$ cat src/hdl/itsp_pkg.sv
package itsp_pkg;

	// default width of the poll interval counter
	localparam int INTERVAL_BITS_DEF = 16;

	// configuration register indexes
	localparam int CFG_IDX_W = 2;
	localparam logic [CFG_IDX_W-1:0] REG_INTERVAL_MS    = 2'd0;
	localparam logic [CFG_IDX_W-1:0] REG_DEVICE_ADDRESS = 2'd1;
	localparam logic [CFG_IDX_W-1:0] REG_POINTER_BYTE   = 2'd2;
	localparam logic [CFG_IDX_W-1:0] REG_PHASE_TICKS    = 2'd3;
	localparam int CFG_DATA_W = 16;

	// register reset values
	localparam logic [15:0] INTERVAL_MS_RST    = 16'd1000;
	localparam logic [6:0]  DEVICE_ADDRESS_RST = 7'd73;
	localparam logic [7:0]  POINTER_BYTE_RST   = 8'd0;
	localparam logic [9:0]  PHASE_TICKS_RST    = 10'd4;

	// I2C R/W bit values appended to the address
	localparam logic I2C_WRITE = 1'b0;
	localparam logic I2C_READ  = 1'b1;

	// stream payload widths
	localparam int IN_DATA_W  = 8;
	localparam int OUT_DATA_W = 16;

	// quarter codes inside one bit slot
	localparam logic [1:0] QTR_0 = 2'd0;
	localparam logic [1:0] QTR_1 = 2'd1;
	localparam logic [1:0] QTR_2 = 2'd2;
	localparam logic [1:0] QTR_3 = 2'd3;

	// bit slots per byte before the acknowledge slot
	localparam logic [3:0] BITS_PER_BYTE = 4'd8;

	typedef enum logic [3:0] {
		PH_IDLE    = 4'd0,
		PH_START1  = 4'd1,
		PH_WADDR   = 4'd2,
		PH_PTR     = 4'd3,
		PH_STOP1   = 4'd4,
		PH_START2  = 4'd5,
		PH_RADDR   = 4'd6,
		PH_READ_HI = 4'd7,
		PH_READ_LO = 4'd8,
		PH_STOP2   = 4'd9
	} phase_t;

	typedef struct packed {
		logic [15:0] interval_ms;
		logic [6:0]  device_address;
		logic [7:0]  pointer_byte;
		logic [9:0]  phase_ticks;
	} cfg_t;

	typedef struct packed {
		logic        scl_level;
		logic        sda_level;
		logic        sda_drive;
		logic [7:0]  temperature;
		logic        temp_new;
		logic        bus_busy;
	} res_t;

endpackage

$ cat src/hdl/itsp_cfg.sv
module itsp_cfg
	import itsp_pkg::*;
(
	input  logic                  clk,
	input  logic                  arst_n,
	input  logic                  cfg_we,
	input  logic [CFG_IDX_W-1:0]  cfg_index,
	input  logic [CFG_DATA_W-1:0] cfg_data,
	output cfg_t                  cfg
);

	cfg_t cfg_q;

	// register file, write only
	always_ff @(posedge clk or negedge arst_n) begin
		if (!arst_n) begin
			cfg_q.interval_ms    <= INTERVAL_MS_RST;
			cfg_q.device_address <= DEVICE_ADDRESS_RST;
			cfg_q.pointer_byte   <= POINTER_BYTE_RST;
			cfg_q.phase_ticks    <= PHASE_TICKS_RST;
		end else if (cfg_we) begin
			case (cfg_index)
				REG_INTERVAL_MS:    cfg_q.interval_ms    <= cfg_data;
				REG_DEVICE_ADDRESS: cfg_q.device_address <= cfg_data[6:0];
				REG_POINTER_BYTE:   cfg_q.pointer_byte   <= cfg_data[7:0];
				REG_PHASE_TICKS:    cfg_q.phase_ticks    <= cfg_data[9:0];
				default: ;
			endcase
		end
	end

	assign cfg = cfg_q;

endmodule

$ cat src/hdl/itsp_seq.sv
module itsp_seq
	import itsp_pkg::*;
#(
	parameter int INTERVAL_BITS = INTERVAL_BITS_DEF
) (
	input  logic clk,
	input  logic arst_n,
	input  logic fire,
	input  logic phase_tick,
	input  logic ms_tick,
	input  logic sda_in,
	input  cfg_t cfg,
	output res_t res
);

	// sequencer state
	phase_t                   ph_q, n_ph;
	logic [1:0]               qtr_q, n_qtr;
	logic [9:0]               pcnt_q, n_pcnt;
	logic [3:0]               bcnt_q, n_bcnt;
	logic [7:0]               tx_q, n_tx;
	logic [15:0]              rx_q, n_rx;
	logic [INTERVAL_BITS-1:0] icnt_q, n_icnt;
	logic [7:0]               temp_q, n_temp;
	logic                     scl_q, sda_q, drv_q;
	logic                     n_scl, n_sda, n_drv;
	logic                     fresh;

	// timing helpers
	logic [9:0]               p_limit, p_next;
	logic [INTERVAL_BITS-1:0] i_target, i_next;
	logic                     byte_ph, read_ph, tx_ph;

	always_comb begin
		p_limit  = (cfg.phase_ticks != '0) ? cfg.phase_ticks : 10'd1;
		p_next   = pcnt_q + 10'd1;
		i_target = INTERVAL_BITS'(cfg.interval_ms);
		if (i_target == '0) begin
			i_target = INTERVAL_BITS'(1);
		end
		i_next   = icnt_q + INTERVAL_BITS'(1);
		tx_ph    = (ph_q == PH_WADDR) || (ph_q == PH_PTR) || (ph_q == PH_RADDR);
		read_ph  = (ph_q == PH_READ_HI) || (ph_q == PH_READ_LO);
		byte_ph  = tx_ph || read_ph;
	end

	// next state: one quarter step at most per beat
	always_comb begin
		n_ph   = ph_q;
		n_qtr  = qtr_q;
		n_pcnt = pcnt_q;
		n_bcnt = bcnt_q;
		n_tx   = tx_q;
		n_rx   = rx_q;
		n_icnt = icnt_q;
		n_temp = temp_q;
		fresh  = 1'b0;

		if (ph_q != PH_IDLE) begin
			if (phase_tick) begin
				if ((p_next >= p_limit) || (p_next == '0)) begin
					n_pcnt = '0;
					if (qtr_q != QTR_3) begin
						if ((qtr_q == QTR_2) && read_ph && (bcnt_q < BITS_PER_BYTE)) begin
							n_rx = {rx_q[14:0], sda_in};
						end
						n_qtr = qtr_q + 2'd1;
					end else if (byte_ph && (bcnt_q < BITS_PER_BYTE)) begin
						if (tx_ph) begin
							n_tx = {tx_q[6:0], 1'b0};
						end
						n_bcnt = bcnt_q + 4'd1;
						n_qtr  = QTR_0;
					end else begin
						// move on to the next phase
						n_qtr  = QTR_0;
						n_bcnt = '0;
						case (ph_q)
							PH_START1:  n_ph = PH_WADDR;
							PH_WADDR:   n_ph = PH_PTR;
							PH_PTR:     n_ph = PH_STOP1;
							PH_STOP1:   n_ph = PH_START2;
							PH_START2:  n_ph = PH_RADDR;
							PH_RADDR:   n_ph = PH_READ_HI;
							PH_READ_HI: n_ph = PH_READ_LO;
							PH_READ_LO: n_ph = PH_STOP2;
							PH_STOP2: begin
								n_ph   = PH_IDLE;
								n_temp = rx_q[15:8];
								fresh  = 1'b1;
							end
							default:    n_ph = PH_IDLE;
						endcase
						// byte loads at the start of a transmit phase
						case (n_ph)
							PH_WADDR: n_tx = {cfg.device_address, I2C_WRITE};
							PH_PTR:   n_tx = cfg.pointer_byte;
							PH_RADDR: n_tx = {cfg.device_address, I2C_READ};
							default: ;
						endcase
					end
				end else begin
					n_pcnt = p_next;
				end
			end
		end else if (ms_tick) begin
			if ((i_next >= i_target) || (i_next == '0)) begin
				n_icnt = '0;
				n_pcnt = '0;
				n_ph   = PH_START1;
				n_qtr  = QTR_0;
				n_bcnt = '0;
			end else begin
				n_icnt = i_next;
			end
		end
	end

	// line levels from the new step
	always_comb begin
		n_scl = scl_q;
		n_sda = sda_q;
		n_drv = drv_q;
		case (n_ph)
			PH_START1, PH_START2: begin
				n_drv = 1'b1;
				n_scl = (n_qtr == QTR_0) || (n_qtr == QTR_1);
				n_sda = (n_qtr == QTR_0);
			end
			PH_STOP1, PH_STOP2: begin
				if (n_qtr != QTR_0) begin
					n_drv = 1'b1;
					n_sda = (n_qtr == QTR_3);
				end
				n_scl = (n_qtr == QTR_2) || (n_qtr == QTR_3);
			end
			PH_WADDR, PH_PTR, PH_RADDR: begin
				n_scl = n_qtr[1];
				if (n_qtr != QTR_0) begin
					if (n_bcnt < BITS_PER_BYTE) begin
						n_sda = n_tx[7];
						n_drv = 1'b1;
					end else begin
						n_sda = 1'b1;
						n_drv = 1'b0;
					end
				end
			end
			PH_READ_HI, PH_READ_LO: begin
				n_scl = n_qtr[1];
				if (n_qtr != QTR_0) begin
					if (n_bcnt < BITS_PER_BYTE) begin
						n_sda = 1'b1;
						n_drv = 1'b0;
					end else begin
						n_sda = 1'b0;
						n_drv = 1'b1;
					end
				end
			end
			default: begin
				n_scl = 1'b1;
				n_sda = 1'b1;
				n_drv = 1'b1;
			end
		endcase
	end

	// state registers, advanced once per beat
	always_ff @(posedge clk or negedge arst_n) begin
		if (!arst_n) begin
			ph_q   <= PH_IDLE;
			qtr_q  <= QTR_0;
			pcnt_q <= '0;
			bcnt_q <= '0;
			tx_q   <= '0;
			rx_q   <= '0;
			icnt_q <= '0;
			temp_q <= '0;
			scl_q  <= 1'b1;
			sda_q  <= 1'b1;
			drv_q  <= 1'b1;
		end else if (fire) begin
			ph_q   <= n_ph;
			qtr_q  <= n_qtr;
			pcnt_q <= n_pcnt;
			bcnt_q <= n_bcnt;
			tx_q   <= n_tx;
			rx_q   <= n_rx;
			icnt_q <= n_icnt;
			temp_q <= n_temp;
			scl_q  <= n_scl;
			sda_q  <= n_sda;
			drv_q  <= n_drv;
		end
	end

	always_comb begin
		res.scl_level   = n_scl;
		res.sda_level   = n_sda;
		res.sda_drive   = n_drv;
		res.temperature = n_temp;
		res.temp_new    = fresh;
		res.bus_busy    = (n_ph != PH_IDLE);
	end

endmodule

$ cat src/hdl/i2c_temp_sensor_poller.sv
// Channel  Dir  Fields (lowest bit first)
// s_axis   in   tdata[7:0]: phase_tick, ms_tick, sda_in, zero fill
// m_axis   out  tdata[15:0]: scl_level, sda_level, sda_drive, temperature[7:0],
//               temp_new, bus_busy, zero fill
// cfg      in   cfg_we, cfg_index (0 interval_ms, 1 device_address,
//               2 pointer_byte, 3 phase_ticks), cfg_data
//
// One input beat per clock unless the output stalls; each beat gives one output beat
// through the input register, then the sequencer step into the output register.
// The I2C step logic advances at most one quarter bit per beat.
// Reset is asynchronous; the bus idles with SCL and SDA high, driven.
// A stalled output holds both stages; input ready drops only when both are full.
module i2c_temp_sensor_poller
	import itsp_pkg::*;
#(
	parameter int INTERVAL_BITS = INTERVAL_BITS_DEF
) (
	input  logic                  clk,
	input  logic                  arst_n,
	input  logic                  s_tvalid,
	output logic                  s_tready,
	input  logic [IN_DATA_W-1:0]  s_tdata,   // phase_tick, ms_tick, sda_in
	output logic                  m_tvalid,
	input  logic                  m_tready,
	output logic [OUT_DATA_W-1:0] m_tdata,   // scl, sda, drive, temp[7:0], new, busy
	input  logic                  cfg_we,
	input  logic [CFG_IDX_W-1:0]  cfg_index,
	input  logic [CFG_DATA_W-1:0] cfg_data
);

	cfg_t       cfg;
	res_t       res;
	logic       valid_s1, valid_s2;
	logic [2:0] in_s1;
	res_t       res_s2;
	logic       fire;

	itsp_cfg u_cfg (
		.clk       (clk),
		.arst_n    (arst_n),
		.cfg_we    (cfg_we),
		.cfg_index (cfg_index),
		.cfg_data  (cfg_data),
		.cfg       (cfg)
	);

	// stage 1 moves into stage 2 when the output is free or taken
	assign fire     = valid_s1 && (!valid_s2 || m_tready);
	assign s_tready = !valid_s1 || fire;

	itsp_seq #(
		.INTERVAL_BITS (INTERVAL_BITS)
	) u_seq (
		.clk        (clk),
		.arst_n     (arst_n),
		.fire       (fire),
		.phase_tick (in_s1[0]),
		.ms_tick    (in_s1[1]),
		.sda_in     (in_s1[2]),
		.cfg        (cfg),
		.res        (res)
	);

	// input register
	always_ff @(posedge clk or negedge arst_n) begin
		if (!arst_n) begin
			valid_s1 <= 1'b0;
		end else if (s_tready) begin
			valid_s1 <= s_tvalid;
		end
	end

	always_ff @(posedge clk) begin
		if (s_tvalid && s_tready) begin
			in_s1 <= s_tdata[2:0];
		end
	end

	// output register
	always_ff @(posedge clk or negedge arst_n) begin
		if (!arst_n) begin
			valid_s2 <= 1'b0;
		end else if (fire) begin
			valid_s2 <= 1'b1;
		end else if (m_tready) begin
			valid_s2 <= 1'b0;
		end
	end

	always_ff @(posedge clk) begin
		if (fire) begin
			res_s2 <= res;
		end
	end

	assign m_tvalid = valid_s2;
	assign m_tdata  = {3'b000, res_s2.bus_busy, res_s2.temp_new, res_s2.temperature,
		res_s2.sda_drive, res_s2.sda_level, res_s2.scl_level};

endmodule

$ cat config.mk
export PLATFORM = sky130hd
export DESIGN_NAME = i2c_temp_sensor_poller
export DESIGN_NICKNAME = d
export VERILOG_FILES = /design/src/hdl/itsp_pkg.sv /design/src/hdl/itsp_cfg.sv /design/src/hdl/itsp_seq.sv /design/src/hdl/i2c_temp_sensor_poller.sv
export SDC_FILE = /design/constraint.sdc
export NUM_CORES = 1
export LEC_CHECK = 0
export BUFFER_PORTS_ARGS = -buffer_cell sky130_fd_sc_hd__clkbuf_2
export CORE_MARGIN = 2
export CORE_UTILIZATION = 24
export CTS_CLUSTER_DIAMETER = 200
export CTS_CLUSTER_SIZE = 16
export DETAILED_ROUTE_END_ITERATION = 16
export GPL_ROUTABILITY_DRIVEN = 1
export PLACE_DENSITY = 0.46
export SLEW_MARGIN = 20
export SYNTH_ARGS = -nofsm -noshare
export SYNTH_HDL_FRONTEND = slang
export SYNTH_SLANG_ARGS = --single-unit
$ cat constraint.sdc
create_clock -name clk -period 7.6 [get_ports clk]
set_input_delay 1.14 -clock clk [delete_from_list [all_inputs] [get_ports clk]]
set_output_delay 1.14 -clock clk [all_outputs]
set_load 0.1 [all_outputs]
-- Word-level counts from Yosys, hierarchy flattened
Cells that the tools add are included.
- $lt $le $gt $ge: 4
- multiply operators: 0
- muxes and demuxes: 62
- reductions and logical operators: 44
- shift-type cells: 0
- bitwise operators: 4
- divide/modulo/power cells: 0
- equal/unequal tests: 31
- add/sub/neg operators: 4
- operators by type and width (cell ; number):
    8-bit 2-to-1 mux ; 12
    4-bit 2-to-1 mux ; 19
    10-bit 2-to-1 mux ; 6
    4-bit by 3-bit equality test with 1-bit output (second input constant) ; 9
    16-bit zero test ; 2
    16-bit 2-to-1 mux ; 2
    4-bit case mux with 8 select lines ; 1
    4-bit by 2-bit equality test with 1-bit output (second input constant) ; 6
    8-bit case mux with 3 select lines ; 1
    16-bit by 1-bit adder with 16-bit output (second input constant) ; 1
    4-bit equality test (second input constant) ; 4
    16-bit >= comparator ; 1
    1-bit 2-to-1 mux ; 12
    2-bit 2-to-1 mux ; 6
    4-bit nonzero test ; 3
    10-bit by 1-bit adder with 10-bit output (second input constant) ; 1
    2-bit equality test (second input constant) ; 5
    10-bit >= comparator ; 1
    10-bit zero test ; 1
    1-bit logical OR ; 10
    10-bit nonzero test ; 1
    5-bit OR reduction ; 2
    4-bit by 1-bit equality test with 1-bit output (second input constant) ; 2
    4-bit less-than comparator (second input constant) ; 2
    19 further kinds ; 39
- memory bits (read-only): 0
- memories kept: 0
- output and inout bits: 18
- RAM bits: 0
- latch bits: 0
- input bits: 31
- register bits after elaboration: 129
- word-level logic and storage cells: 173

-- Logic depth before layout (Yosys ltp)
- depth after elaboration: 20
- mapped depth: 16
- gate-level depth less buffers: 15

-- Modules after synthesis
Synthesis repeated with hierarchy kept, for this count alone.
- cells, all modules: 682
- area, all modules: 7174.4 um^2
- modules (own cells, without submodules) (module ; times used ; cells each ; area each (um^2) ; sequential area each (um^2)):
    itsp_seq ; 1 ; 567 ; 5013.6 ; 1754.2
    itsp_cfg ; 1 ; 87 ; 1550.2 ; 1038.5
    i2c_temp_sensor_poller ; 1 ; 28 ; 610.6 ; 530.5

-- Least setup slack after synthesis
No wires, ideal clock.
- path kind: reg2reg
- from: reg u_seq.pcnt_q[0]
- to: reg res_s2, in the netlist m_tdata[1], data pin
- data required time: 7.461 ns
- arrival: 3.679 ns
- period minus slack after synthesis: 3.819 ns
- setup time: 0.139 ns
- stages on the path, launching flop included: 14
- buffers on the path: 0
- setup slack: 3.781 ns
- cell sequence: dfrtp_1 > ha_1 > and2_1 > nand2_1 > xnor2_1 > ha_1 > a21o_1 > a221o_1 > a211o_2 > o21ai_2 > mux2_2 > and4_4 > or4_4 > nand4b_1
- RTL lines (item ; line ; RTL):
    from (decl) ; itsp_seq.sv:19 ; logic [9:0] pcnt_q, n_pcnt;
    from (signal assigned) ; itsp_seq.sv:186 ; pcnt_q <= n_pcnt;
    to (signal assigned) ; i2c_temp_sensor_poller.sv:92 ; res_s2 <= res;
    to (decl) ; i2c_temp_sensor_poller.sv:35 ; res_t res_s2;

-- Worst setup path after layout
- from: reg u_seq.icnt_q[0]
- to: reg u_seq.pcnt_q[3]
- longest elaborated chain between the ends: 5
- elaborated cells between the ends (all ways): 6
- classes of those cells: 1 x add/sub; 1 x order compare; 4 x reduce/logical
- RTL lines (item ; line ; RTL):
    from (decl) ; itsp_seq.sv:23 ; logic [INTERVAL_BITS-1:0] icnt_q, n_icnt;
    from (signal assigned) ; itsp_seq.sv:190 ; icnt_q <= n_icnt;
    16-bit by 1-bit adder with 16-bit output * ; itsp_seq.sv:41 ; i_next = icnt_q + INTERVAL_BITS'(1);
    16-bit >= comparator or 16-bit zero test (tied branches) ; itsp_seq.sv:107 ; if ((i_next >= i_target) || (i_next == '0)) begin
    1-bit logical OR * ; itsp_seq.sv:107 ;
    2-bit nonzero test (no source line) * ; - ;
    4-bit AND reduction (no source line) * ; - ;
Mark *: on every way between the ends. The rest lies on a longest branch, timed or not.
A chain may end at the register's enable or synchronous reset.

==> flow_summary.json <==
{
  "route.met2.wl_mm": 8.01,
  "setup-tns-final_ps": 0,
  "clockPowerShare_pct": 35.2,
  "synth_ff_type": "dfrtp_1",
  "top_layer": "met4",
  "postRouteWirelength_mm": 17.2,
  "r2r_slack_ps": 3210,
  "synth.area.top_cells": "dfrtp_1 35%, mux2_2 8.1%, edfxtp_1 6.7%",
  "cp_max_fo": 10,
  "clk_pin_slew_ps": 60,
  "drv_slew": 0,
  "yosysMostFrequentCell": "nand2_1",
  "synth_edf_count": 16,
  "core-area_um2": 29600,
  "status": "completed",
  "ys_types": 75,
  "drt-met1-wl_mm": 8.37,
  "drtIter0Drc": 305,
  "num_antenna_cells": 0,
  "leakage_uw": 0.00373,
  "peakVddDrop_mv": 0.134,
  "grt_pass1_vias": 5272,
  "internal_power_uw": 1500,
  "max_freq_mhz": 228,
  "antenna_left": 0,
  "port_buffers": 40,
  "reg2reg_to": "u_seq.pcnt_q[3]",
  "regToRegStartpoint": "u_seq.icnt_q[0]",
  "switching_share_pct": 35.9,
  "fin_worst_skew_ps": 11.3,
  "root_buffer": "clkbuf_16",
  "die_x_um": 177,
  "gr-total-overflow": 0,
  "drc": 0,
  "finalSetupViolCount": 0,
  "post_drt_wl_per_cell_um": 14.7,
  "synthToLayoutAreaGrowth_pct": 16.9,
  "viasPerCell": 4.63,
  "hp-start": "u_seq.temp_q[2]",
  "dp_hpwl_mm": 12.2,
  "ioPinCount": 49,
  "worstSetupEndpointType": "register",
  "antenna_found_initial": 0,
  "die_area_um2": 31400,
  "cts_resized": 0,
  "grt_max_degree": 75,
  "whs_endpoint": "u_seq.temp_q[2]",
  "initial_core_util_pct": 24.3,
  "hold_path_depth": 2,
  "postCtsSetupRepairBufs": 0,
  "syn_area_per_cell_um2": 9.93,
  "rows": 63,
  "yosys-top-cells-count": "116 x nand2_1, 101 x dfrtp_1, 58 x o21ai_0",
  "p_sw_uw": 837,
  "hp-class": "reg -> reg",
  "cts_buffer_depth": 2,
  "cts_tree": "done",
  "start_kind": "register",
  "die_y_um": 177,
  "fin_crit_sh_pct": 57.7,
  "period_needed_ps": 4390,
  "cts_buffers": 17,
  "rsz0062_at_grt": "false",
  "crit_type": "reg -> reg",
  "grt_first_pass_wirelength_mm": 28.5,
  "synth_top_area_share_pct": 35.1,
  "fin_nets": 827,
  "routed-wl-met3_um": 655,
  "worstRegToRegCells": 15,
  "syn_area_um2": 7210,
  "worst_pin_slew_ps": 922,
  "crit_arrival_ps": 4700,
  "grt_usage_pct": 11.6,
  "whs_ps": 471,
  "vias": 5412,
  "ys_ff_latch": 129,
  "yosysSeqAreaShare_pct": 46.1,
  "drive_above_1_share_pct": 21.1,
  "first_pass_iters": 5,
  "p_comb_share_pct": 26.6,
  "hold_viol_final": 0,
  "worstSkewPairLatency_ps": 420,
  "max_cap_violations": 0,
  "syn_inst": 726,
  "synthArstFlopShare_pct": 87.6,
  "gp_congestion": 0.789,
  "hold_buffers": 0,
  "cts_sinks": 129,
  "power_density_nw_per_um2": 277,
  "required_ps": 7910,
  "ys.warnings.count": 0,
  "synth_top_area_cell": "dfrtp_1",
  "seqPwrFrac_pct": 38.3,
  "htreeDepth": 4,
  "slew_headroom_pct": 38.1
}
[metal layers]
| metal | vias up | track usage [%] |
|---|---|---|
| li1 | 2694 | - |
| met1 | 2600 | 15.6 |
| met2 | 105 | 18.7 |
| met3 | 13 | 2.49 |
| met4 | 0 | 3.18 |
| met5 | - | 0 |
[worst max-delay path by stage]
stage                     depth (start not counted)               to  slack, ps             from
after floorplan                                  13       m_tdata[1]       3780  u_seq.pcnt_q[0]
after global placement                           15  u_seq.pcnt_q[3]       3190  u_seq.icnt_q[0]
after detailed placement                         15  u_seq.pcnt_q[3]       3190  u_seq.icnt_q[0]
after CTS                                        15  u_seq.pcnt_q[3]       3170  u_seq.icnt_q[0]
after global routing                             15  u_seq.pcnt_q[3]       2880  u_seq.icnt_q[0]
final                                            15  u_seq.pcnt_q[3]       3210  u_seq.icnt_q[0]
[stage by stage]
step / power (uW) / util (%) / cells / area (um^2) / setup WS (ps)
final: 2330 / 28.4 / 1168 / 8430 / 3210
after global routing: 2480 / 28.4 / 1168 / 8430 / 2880
after CTS: 2360 / 28.4 / 1167 / 8410 / 3170
after detailed placement: 1530 / 26.4 / 1135 / 7820 / 3190
after global placement: 1530 / 26.4 / 1135 / 7820 / 3190
after floorplan: 1360 / - / 728 / 7220 / 3780
[critical path, cell delays in order, from the launching register on]
cell	delay, ps
dfrtp_1	440
ha_1	280
nand2_1	210
or3_2	590
nor2_1	160
xor2_1	220
ha_1	280
nand2_1	80
o21a_1	150
nand3_1	80
a41o_1	310
nand3_1	200
nand2_1	200
o21ai_1	780
o21ai_0	210
o31ai_1	100
[layout make-up]
class | instances | area [um^2]
Tap cell | 390 | 488
Clock inverter | 15 | 161
Fill cell | 3171 | 21200
Timing Repair Buffer | 47 | 268
Clock buffer | 17 | 425
Inverter | 32 | 120
Sequential cell | 129 | 3320
Multi-Input combinational cell | 538 | 3640
[logic make-up (layout without fill, tap and decap cells)]
kind of cell	Yosys count	count (layout)	share of synthesized area, %
XOR/XNOR	24	24	2.92
multiplexers	57	57	8.83
AND/OR/NAND/NOR	261	261	18.4
flip-flops	129	129	46.1
AO/OA/AOI/OAI	162	162	14.8
other	1	3	0.0520
buffers and inverters	61	111	3.57
adder cells (fa/ha/maj)	31	31	5.38
[power groups by stage]
stage / clock, uW / combinational [uW] / sequential, uW
floorplan: 0 / 422 / 935
global placement: 0 / 620 / 905
detailed placement: 0 / 621 / 904
CTS: 845 / 625 / 893
global route: 876 / 699 / 907
finish: 821 / 619 / 893
[registers in the layout (all words and copies together) (netlist names), 2 cells and up]
signal	cells
in_s1	3
m_tdata	13
u_cfg.cfg	41
u_seq.bcnt_q	4
u_seq.icnt_q	16
u_seq.pcnt_q	10
u_seq.ph_q	4
u_seq.qtr_q	2
u_seq.rx_q	16
u_seq.temp_q	8
u_seq.tx_q	8
[cell usage in the layout, fill, tap and decap left out, types with 9 or more instances in the layout]
cell type and count:
nand4_1 11, mux2_2 52, nand2b_1 20, o21ai_0 58, ha_1 31, dfrtp_1 101, nand3_1 14, dfstp_2 12
inv_1 31, nor3_1 10, nor4_1 10, xnor2_1 9, clkbuf_16 17, nor2_1 33, nand2_1 116, edfxtp_1 16
clkbuf_2 39, xor2_1 15, a21oi_1 32
Note: power is estimated with default switching activity, not from simulation.
